$ cat config.mk
export PLATFORM = sky130hd
export DESIGN_NAME = dvcm_sqrt
export DESIGN_NICKNAME = d
export VERILOG_FILES = /design/src/hdl/dvcm_pkg.sv /design/src/hdl/dvcm_sqrt.sv
export SDC_FILE = /design/constraint.sdc
export NUM_CORES = 2
export LEC_CHECK = 0
export BUFFER_PORTS_ARGS = -buffer_cell sky130_fd_sc_hd__clkbuf_2
export CORE_MARGIN = 4
export CORE_UTILIZATION = 58
export CTS_CLUSTER_DIAMETER = 120
export CTS_CLUSTER_SIZE = 20
export DETAILED_ROUTE_END_ITERATION = 12
export PLACE_DENSITY = 0.86
export REMOVE_ABC_BUFFERS = 1
export SYNTH_ARGS = -nofsm -noshare
export SYNTH_HDL_FRONTEND = slang
export SYNTH_MEMORY_MAX_BITS = 65536
export SYNTH_SLANG_ARGS = --single-unit
$ cat constraint.sdc
create_clock -name i_clk -period 3.26 [get_ports i_clk]
set_input_delay 0.163 -clock i_clk [delete_from_list [all_inputs] [get_ports i_clk]]
set_output_delay 0.163 -clock i_clk [all_outputs]
set_load 0.01 [all_outputs]
$ cat src/hdl/dvcm_pkg.sv
// ----------------------------------------------------------------------------
// Di-tau mass package
// Widths shared by the pipeline, the root and divider units, and the channel
// interfaces.
// ----------------------------------------------------------------------------
package dvcm_pkg;

    localparam int MOMENTUM_BITS = 24;
    localparam int W             = MOMENTUM_BITS;

    // Quotient width of the neutrino solve; larger results saturate.
    localparam int Q_W      = W + 8;
    // Divider numerator and denominator.
    localparam int NUM_W    = 3 * W + 2;
    localparam int DEN_W    = 2 * W + 1;

    // Magnitude of the summed collinear components, and of its square.
    localparam int TM_W     = Q_W + 2;
    localparam int SQR_W    = 2 * TM_W;

    // Square root unit: root bits, radicand, partial remainder, rounded root.
    localparam int SQ_W     = TM_W;
    localparam int SQ_IN_W  = 2 * SQ_W;
    localparam int SQ_REM_W = SQ_W + 2;
    localparam int SQ_OUT_W = SQ_W + 1;

    localparam int SQ_LAT   = SQ_W + 1;
    localparam int DIV_LAT  = Q_W + 1;

endpackage

$ cat src/hdl/dvcm_sqrt.sv
// ----------------------------------------------------------------------------
// Pipelined square root
// One root bit per stage, then rounding to nearest in a final stage.
// ----------------------------------------------------------------------------
module dvcm_sqrt import dvcm_pkg::*; (
    input  logic                i_clk,
    input  logic                i_en,
    input  logic [SQ_IN_W-1:0]  i_rad,
    output logic [SQ_OUT_W-1:0] o_root
);

    logic [SQ_W-1:0]     r_q   [SQ_W];
    logic [SQ_REM_W-1:0] r_rem [SQ_W];
    logic [SQ_IN_W-1:0]  r_rad [SQ_W-1];
    logic [SQ_OUT_W-1:0] r_root;

    genvar k;
    for (k = 0; k < SQ_W; k++) begin : g_stage
        logic [SQ_W-1:0]     q_in;
        logic [SQ_REM_W-1:0] rem_in;
        logic [SQ_IN_W-1:0]  rad_in;
        logic [SQ_REM_W+1:0] trial;
        logic [SQ_REM_W+1:0] cand;

        if (k == 0) begin : g_first
            assign q_in   = '0;
            assign rem_in = '0;
            assign rad_in = i_rad;
        end else begin : g_next
            assign q_in   = r_q[k-1];
            assign rem_in = r_rem[k-1];
            assign rad_in = r_rad[k-1];
        end

        assign trial = {rem_in, rad_in[SQ_IN_W-1 -: 2]};
        assign cand  = {2'b00, q_in, 2'b01};

        always_ff @(posedge i_clk) begin
            if (i_en) begin
                if (trial >= cand) begin
                    r_rem[k] <= SQ_REM_W'(trial - cand);
                    r_q[k]   <= {q_in[SQ_W-2:0], 1'b1};
                end else begin
                    r_rem[k] <= trial[SQ_REM_W-1:0];
                    r_q[k]   <= {q_in[SQ_W-2:0], 1'b0};
                end
            end
        end

        if (k < SQ_W - 1) begin : g_shift
            always_ff @(posedge i_clk) begin
                if (i_en) begin
                    r_rad[k] <= {rad_in[SQ_IN_W-3:0], 2'b00};
                end
            end
        end
    end

    // The remainder is x - q*q; above q the nearer root is q + 1.
    always_ff @(posedge i_clk) begin
        if (i_en) begin
            if (r_rem[SQ_W-1] > {2'b00, r_q[SQ_W-1]}) begin
                r_root <= {1'b0, r_q[SQ_W-1]} + SQ_OUT_W'(1);
            end else begin
                r_root <= {1'b0, r_q[SQ_W-1]};
            end
        end
    end

    assign o_root = r_root;

endmodule

==> results.cfg <==
[power_and_ir_drop]
power_density_nw_per_um2 = 625.0
irDropWorstVdd_mv = 0.6579
leakage_nw = 63.40

[synth]
syn-mean-instance-area_um2 = 12.60
syn-instance-count = 10967
syn_area_um2 = 138200
synth-adder-area-share_pct = 6.056
synth_seq_cells = 2921
synthMuxAreaShare_pct = 0.6708
yosys.area_share.simple_pct = 10.55
async_flop_share_pct = 0
synthTopCellsByArea = edfxtp_1 63%, ha_1 6.1%, xnor2_1 3.3%
ys_seq_area_share_pct = 63.45
synth_xor_area_share_pct = 6.476
synth_edf_count = 2920
ys.flop_type = edfxtp_1
synth_top_area_cell = edfxtp_1
yosys_warnings = 0
synth_top_family_by_area = simple AND/OR/NAND/NOR gates
ys_types = 90
synth_compound_gate_area_share_pct = 9.805
synth_top_area_share_pct = 63.44

[routing]
routed-via-count = 93307
first_pass_iters = 9
dr.first_iter.drc_count = 9313
antenna_left = 0
drt-total-wl_um = 337000
drc_errors = 0
wl_per_cell_um = 21.48
vias_per_cell = 5.947

[grt]
grt_pass1_vias = 91371
grt.total_usage_pct = 25.82
grt_overflow = 0
grt_first_pass_wirelength_um = 502700
grt_max_degree = 185
grt_antenna_before_repair = 8

[finish]
drive_above_1_share_pct = 19.87
stdcell_area_um2 = 163600
synthToLayoutAreaGrowth_pct = 18.36
final_net_count = 13251

[outcome]
status = complete, but fails checks
violations = negative setup slack

[timing]
hold_ws_ns = 0.09831
timing.final.ws_setup_ns = -0.1386
timing.final.crit_period_ns = 3.399
fin_crit_sh_pct = 104.3
fmax_ghz = 0.2942
hold_viol = 0
rsz0062_at_grt = yes
setup_viol = 50
slew_headroom_pct = 32.25
maxSlewViolCount = 0
fin_skew_ns = 0.05844
worstMarginPinSlew_ns = 1.016

[placed_design]
hpwl_um = 228800
globalplace.congestion = 0.9697
post_dp_cell_area_um2 = 151000
io_buffer_count = 104

[cts]
clkTransAtPathRegs_ns = 0.08
clock-sinks = 2921
clk-insertion-delay-late_ns = 0.89
cts_buffer_depth = 3
cts-htree-levels = 4
cts_made_buffers = 164
cts_tree = done
clock_tree.root_cell = clkbuf_16

[flow_run]
maxCapViolCount = 0

[floorplan]
ios = 105
die_w_um = 496.2
row_count = 178
die-area_um2 = 246200
die_h_um = 496.2
core_area_um2 = 236100
start_util_pct = 58.55

[worst_setup_path]
critPathLaunchType = flop
reg2reg_depth = 15
crit_type = reg -> reg
critPathArrivalTime_ns = 3.99
path_max_fanout = 6
r2r-start = r_q[22][0]
startpoint = r_q[22][0]
required_ns = 3.86
endpoint_kind = flop

[min_path]
hp-start = i_rad[34]
min_path_cells = 2
holdCritPathClass = in -> reg
cell usage after synthesis, drive strengths merged (53+ instances only):
cell type     n
a211oi       55
a21o        307
a21oi       559
a31oi        70
and3         53
clkbuf      220
edfxtp     2920
ha          669
inv         842
mux2         69
nand2       903
nand2b      140
nand3       196
nand4       136
nor2        621
nor2b        81
nor3        285
nor4        148
o21a        119
o21ai       720
o21bai       58
o31ai        60
or2          57
or3         129
or4          56
xnor2       522
xor2        500
worst max-delay path: stages, from the launching register on:
cell and delay [ns]:
edfxtp_1 0.43, inv_2 0.10, ha_4 0.21, o21a_1 0.12
nor4_1 0.18, buf_4 0.17, o31ai_4 0.08, a221oi_2 0.24
buf_4 0.16, o21ai_2 0.07, a211oi_2 0.20, buf_4 0.15
a21oi_2 0.06, a211o_1 0.34, or4_4 0.50, xnor2_1 0.13
cell type report:
cell class / count / area, um2
diodes: 4 / 10.01
clock buffers: 175 / 4167
clock inverters: 15 / 382.9
fillers: 15468 / 72480
inverters: 845 / 3191
multi-input cells: 6953 / 50700
flip-flops and latches: 2921 / 87700
well taps: 3150 / 3941
repair buffers: 1627 / 13500
logic make-up (layout without fill, tap and decap cells):
group | count (synthesis) | count (layout)
AOI/OAI and AO/OA | 2203 | 2203
and+or+nand+nor | 2975 | 2975
muxes | 84 | 84
other | 0 | 4
xor gates and xnor gates | 1022 | 1022
adders and majority gates | 669 | 669
buffers and inverters | 1093 | 2662
DFF | 2921 | 2921
path summary, 6_finish.rpt:
path | to | slack [ns]
setup / recovery | r_rem[23][27] | -0.14
hold / removal | r_rad[0][34] | 0.1
setup reg to reg | r_rem[23][27] | -0.14
hold reg to reg | r_rad[0][1243] | 0.40
sequential cells by signal, summed over array words and instances, names as in the netlist:
register and count:
r_rad 1122, o_root 35, r_q 595, r_rem 1169
layer usage:
layer | up-vias | wire, um | track usage, %
li1 | 43221 | - | -
met1 | 45341 | 134600 | 33.91
met2 | 3789 | 167000 | 44.36
met3 | 954 | 20200 | 3.108
met4 | 2 | 15170 | 9.700
met5 | - | 13 | 0
cell usage in the layout (no fill, tap or decap), types with 52 or more instances in the layout:
master / n
nor2b_1: 68
a21oi_1: 484
buf_12: 58
nor4_1: 92
a21o_1: 307
o21a_1: 116
dlygate4sd3_1: 136
nor2_1: 583
or3_1: 111
clkbuf_2: 103
o21ai_1: 88
ha_1: 604
inv_1: 812
xnor2_1: 512
buf_4: 1261
nand2_1: 868
nand3_1: 181
nor3_1: 240
o21ai_2: 62
nand2b_1: 136
o21bai_1: 54
xor2_1: 499
and3_1: 52
mux2_2: 52
o21ai_0: 564
a21oi_2: 66
edfxtp_1: 2920
or2_2: 52
clkbuf_16: 175
nand4_1: 136
through the flow:
stage	std cells	setup slack, ns	total power [mW]	utilization (%)	TNS, ns
6_report	15690	-0.1386	102.2	69.30	-1.726
3_3_place_gp	15119	-0.5496	76.90	63.97	-37.31
2_1_floorplan	10719	-2.938	67.11	-	-619.96
4_1_cts	15527	-0.1413	100.1	67.52	-2.572
5_1_grt	15688	-0.1903	107.2	69.30	-17.17
3_5_place_dp	15119	-0.5625	77.77	63.97	-67.59
report_power, final:
part | switching (mW) | leakage [nW] | internal [mW] | total [mW]
combinational | 16.2 | 33.0 | 13.6 | 29.8
clock | 12.0 | 2.20 | 9.27 | 21.3
sequential | 3.55 | 28.2 | 47.7 | 51.2
repair_timing:
| item | CTS | global route |
|---|---|---|
| pin swaps | 87 | 231 |
| buffers inserted | 73 | 163 |
| endpoints found under the hold margin | 136 | 0 |
| cloned | 13 | 13 |
| hold buffers | 136 | 0 |
| setup endpoints to repair | 598 | 798 |
| gates resized for setup | 383 | 672 |
Note: power is estimated with default switching activity, not from simulation.
